$ cat config.mk
export PLATFORM = sky130hd
export DESIGN_NAME = gess_ram
export DESIGN_NICKNAME = d
export VERILOG_FILES = /design/src/rtl/gess_ram.sv
export SDC_FILE = /design/constraint.sdc
export NUM_CORES = 2
export LEC_CHECK = 0
export ABC_AREA = 1
export BUFFER_PORTS_ARGS = -buffer_cell sky130_fd_sc_hd__buf_2
export CAP_MARGIN = 20
export CORE_UTILIZATION = 27
export CTS_BUF_LIST = sky130_fd_sc_hd__clkbuf_2
export CTS_CLUSTER_DIAMETER = 120
export DETAILED_ROUTE_END_ITERATION = 10
export PLACE_DENSITY = 0.44
export SLEW_MARGIN = 20
export SYNTH_ARGS = -nofsm -noshare
export SYNTH_HDL_FRONTEND = slang
export SYNTH_SLANG_ARGS = --single-unit
export TNS_END_PERCENT = 50
$ cat constraint.sdc
create_clock -name clk -period 2.5 [get_ports clk]
set_input_delay 0.125 -clock clk [delete_from_list [all_inputs] [get_ports clk]]
set_output_delay 0.125 -clock clk [all_outputs]
set_load 0.01 [all_outputs]
$ cat src/rtl/gess_ram.sv
module gess_ram #(
  parameter int WIDTH = 8,
  parameter int DEPTH = 256,
  localparam int AW = $clog2(DEPTH)
) (
  input  logic             clk,
  input  logic             we,
  input  logic [AW-1:0]    waddr,
  input  logic [WIDTH-1:0] wdata,
  input  logic [AW-1:0]    raddr,
  output logic [WIDTH-1:0] rdata
);

  logic [WIDTH-1:0] mem [DEPTH];

  always_ff @(posedge clk) begin
    if (we) begin
      mem[waddr] <= wdata;
    end
    rdata <= mem[raddr];
  end

endmodule

---- Yosys cells after proc, flatten, opt, wreduce, memory -nomap -nowiden ----
Memory sizes are Yosys's and may differ from the RTL's. A register that Yosys moved wholly into a read port is not among the register bits.
Index checks and enable logic that the tools add are counted.
word-level totals
  word-level logic and storage cells ...... 3
  bits of input ports ..................... 26
  register bits ........................... 0
  memories kept ........................... 1
  bits in latches ......................... 0
  memory bits (read-only) ................. 0
  RAM bits ................................ 2048
  output and inout port bits .............. 8
memory list
  name  words  bits a word  read ports  clocked after Yosys merged registers in  wr ports  RTL line  text
  mem   256    8            1           1                                        1         14        logic [WIDTH-1:0] mem [DEPTH];
cells by class
  equal/unequal tests ..................... 0
  add/sub/neg operators ................... 0
  bitwise gates (word level) .............. 0
  multiply operators ...................... 0
  div/mod/pow operators ................... 0
  shift operators ......................... 0
  multiplexer cells ....................... 2
  magnitude comparators ................... 0
  reduce and logical (&&, ||, !) cells .... 0
operators by type and width
  cell              count
  2-to-1 mux 1 bit  2

---- Depth between registers and ports, before layout ----
  word-level depth ........................ 2
  mapped depth ............................ 15
  depth with buffers taken out ............ 11

---- Least setup slack after synthesis ----
OpenSTA, ideal clock, no wires.
  path type ............................... in2reg
  start ................................... input we
  end ..................................... memory mem[162][0] (enable)
  cell stages on the path ................. 4
  library setup time ...................... 0.370 ns
  required time ........................... 2.130 ns
  arrival time ............................ 1.246 ns
  slack ................................... 0.884 ns
  path through ............................ clkbuf_1 nand3_1 clkbuf_1 nor2_1
on the way
  word-level cells in the longest chain between the ends .. 2
ends and longest elaborated chain
  element                                 RTL line  text
  from (decl)                             7         input logic we,
  2-to-1 mux 1 bit                        17        if (we) begin
  2-to-1 mux 1 bit (not written as such)  18        mem[waddr] <= wdata;
  to (decl)                               14
No other way between the ends.

---- Final worst setup path ----
  start ................................... input waddr[3]
  end ..................................... memory mem[33][5] (enable)
RTL lines
  element      RTL line  text
  from (decl)  8         input logic [AW-1:0] waddr,
No word-level cell before the write port.

==> out/results.tsv <==
metric	value	unit
DP Area	92900	um^2
final standard cell area without fillers	98800	um^2
remaining antenna violation count after routing	0	
number of vias per cell after detailed routing	4.67	
Overflow after GRT	0	
Achievable Freq	387	MHz
worst-path maximum fanout	9	
final hold violation count	0	
clock input transition at the sequential cells of the worst setup and hold paths	0.10	ns
die area	311000	um^2
startpoint type of the worst setup path	input pin	
number of global-route vias before repair	57400	
height of the chip	558	um
# port buffers	33	
Final Max Tran Viols	0	
flop and latch count out of synthesis	2056	
switching power share of the total	26.8	%
unrepaired setup endpoints after global routing	yes	
violations in the final reports	negative setup slack	
Layout area overhead	18.5	%
setup ws final	-0.0840	ns
CTS buffer count	551	
number of distinct library cells after synthesis	14	
horizontal die dimension	558	um
All-Layer GR Usage	17.5	%
global-route wire length before repair	401000	um
Layout Nets	7872	
required time reported for the critical path endpoint	3.87	ns
half-perimeter wire length of the detailed placement result	169000	um
mean instance size in the synthesized netlist	11.9	um^2
shortest period the worst path allows	2.58	ns
power density normalized to cell area	677	nW/um^2
placeable core area	307000	um^2
sequential share of the synthesized area	73.9	%
CTS tree	built	
part of the total power dissipated in sequential elements	56.8	%
Clock Tree Root	sky130_fd_sc_hd__clkbuf_2	
router iterations before antenna repair	6	
worst slack at placement	-0.398	ns
post-synthesis cell area	83400	um^2
switching power total	17.9	mW
Crit. End Element	register	
tightest slew margin relative to the limit	35.6	%
starting DRC count in detailed routing	4940	
leakage dissipation	35.8	nW
maximum number of pins on one net before global-route repair	97	
Setup CP Type	in -> reg	
combinational share of power	7.9	%
clock tree sinks	2056	
skew final	0.135	ns
initial core utilization	27.2	%
total via count after detailed routing	57700	
YS warnings	0	
number of fillers in the final layout	31200	
ratio of cells with drive above 1 in the final layout	19.3	%
cells after synthesis	7003	
worst supply voltage drop on vdd	306	uV
number of antenna violations at the first check in global routing	11	
net count after synthesis	7029	
count of endpoints failing setup in the final report	69	
hold crit path type	in -> reg	
Slew @ Worst Pin	0.963	ns
Final Util	32.2	%
crit path DAT	3.95	ns
last weighted congestion value of the routability-driven placer	0.840	
I/O pin count	34	
DRC Markers	0	
Power Internal	49.0	mW
status	finished with violations	
max-cap check violation count	0	
final cycle utilization of the critical path	103	%
number of levels in the clock H-tree	6	
WL final	274000	um
clk_lat worst skew	1.74	ns
clock share of power	35.3	%
cell row count	203	
average routed wire per standard cell	22.3	um
CTS Buffer Depth	4	
final timing paths:
check,startpoint,to,slack [ns],depth (start not counted)
setup / recovery,waddr[3],mem[33][5],-0.08,12
hold / removal,wdata[1],mem[166][1],0.22,4
setup reg to reg,mem[249][1],rdata[1],0.11,11
hold reg to reg,mem[25][0],rdata[0],1.04,10
power by group through the flow:
stage	registers, mW	clock network, mW	logic (mW)
after global placement	38.8	0	5.18
after CTS	38.0	24.5	5.35
after floorplan	38.8	0	2.34
after detailed placement	38.8	0	5.18
final	38.0	23.6	5.28
after global routing	38.0	26.2	5.69
final cells by class:
type	instances	area (um^2)	share of cell area, %
flip-flops and latches	2056	61700	62.4
well taps	4100	5130	5.19
clock inverters	125	783	0.793
diodes	7	17.5	0.0177
inverters	39	183	0.185
repair buffers	773	7790	7.88
multi-input cells	4425	19200	19.4
clock buffers	809	4050	4.10
synth_stat cells:
master                     count  area [um^2]
sky130_fd_sc_hd__buf_1        40          150
sky130_fd_sc_hd__buf_2       268         1340
sky130_fd_sc_hd__buf_4        46          345
sky130_fd_sc_hd__buf_6        16          180
sky130_fd_sc_hd__buf_8         1         15.0
sky130_fd_sc_hd__clkbuf_1    112          420
sky130_fd_sc_hd__dfxtp_1       8          160
sky130_fd_sc_hd__edfxtp_1   2048        61500
sky130_fd_sc_hd__inv_1        36          135
sky130_fd_sc_hd__inv_2         2         7.51
sky130_fd_sc_hd__inv_4         1         6.26
sky130_fd_sc_hd__nand2_1    2123         7970
sky130_fd_sc_hd__nand3_1    2019        10100
sky130_fd_sc_hd__nor2_1      283         1060
cell usage in the layout, fill, tap and decap left out, drive strengths merged:
master,instances
nor2,283
clkbuf,809
nand2,2123
inv,59
buf,699
nand3,2019
bufinv,8
dfxtp,8
dlygate4sd3,73
dlymetal6s4s,1
diode,7
clkinvlp,7
edfxtp,2048
clkinv,90
stage by stage:
stage	TNS, ns	hold slack (ns)	instances	power (mW)
floorplan	0	0.224	7003	41.1
global placement	-1.80	0.526	11300	44.0
finish	-1.67	0.221	12300	66.8
global route	-0.0550	0.149	12300	69.8
detailed placement	-1.76	0.524	11300	43.9
CTS	-0.690	0.00977	12300	67.9
cells by family after synthesis:
kind of cell	Yosys count	share of synthesized area (%)
flops	2056	73.9
buf+inv	522	3.12
simple gates	4425	22.9
state kept, by name, summed over array words and instances, names as in the netlist:
| signal | count |
|---|---|
| mem | 2048 |
| rdata | 8 |
critical path, cell delays in order:
cell                            delay [ns]
sky130_fd_sc_hd__dlygate4sd3_1        0.54
sky130_fd_sc_hd__buf_2                0.14
sky130_fd_sc_hd__dlygate4sd3_1        0.65
sky130_fd_sc_hd__nor2_1               0.12
sky130_fd_sc_hd__inv_1                0.06
sky130_fd_sc_hd__dlygate4sd3_1        0.59
sky130_fd_sc_hd__nor2_1               0.11
sky130_fd_sc_hd__dlygate4sd3_1        0.61
sky130_fd_sc_hd__nand2_2              0.28
sky130_fd_sc_hd__buf_8                0.31
sky130_fd_sc_hd__nor2_1               0.16
sky130_fd_sc_hd__buf_4                0.21
metal layers:
metal	wire length, um	track usage (%)	part of all wire, %
met5	9	0	0.0033
met4	7920	6.23	2.9
met3	14700	2.80	5.4
met2	130000	28.3	47
met1	122000	23.6	45
timing repair:
| item | in CTS | in global routing |
|---|---|---|
| setup buffers | 0 | 0 |
| resized for setup | 23 | 3 |
| endpoints found under the hold margin | 4104 | 158 |
| endpoints found under the setup margin | 8 | 99 |
| gates cloned | 0 | 0 |
| hold buffers | 84 | 1 |
Power figures use the tool's default switching activity.
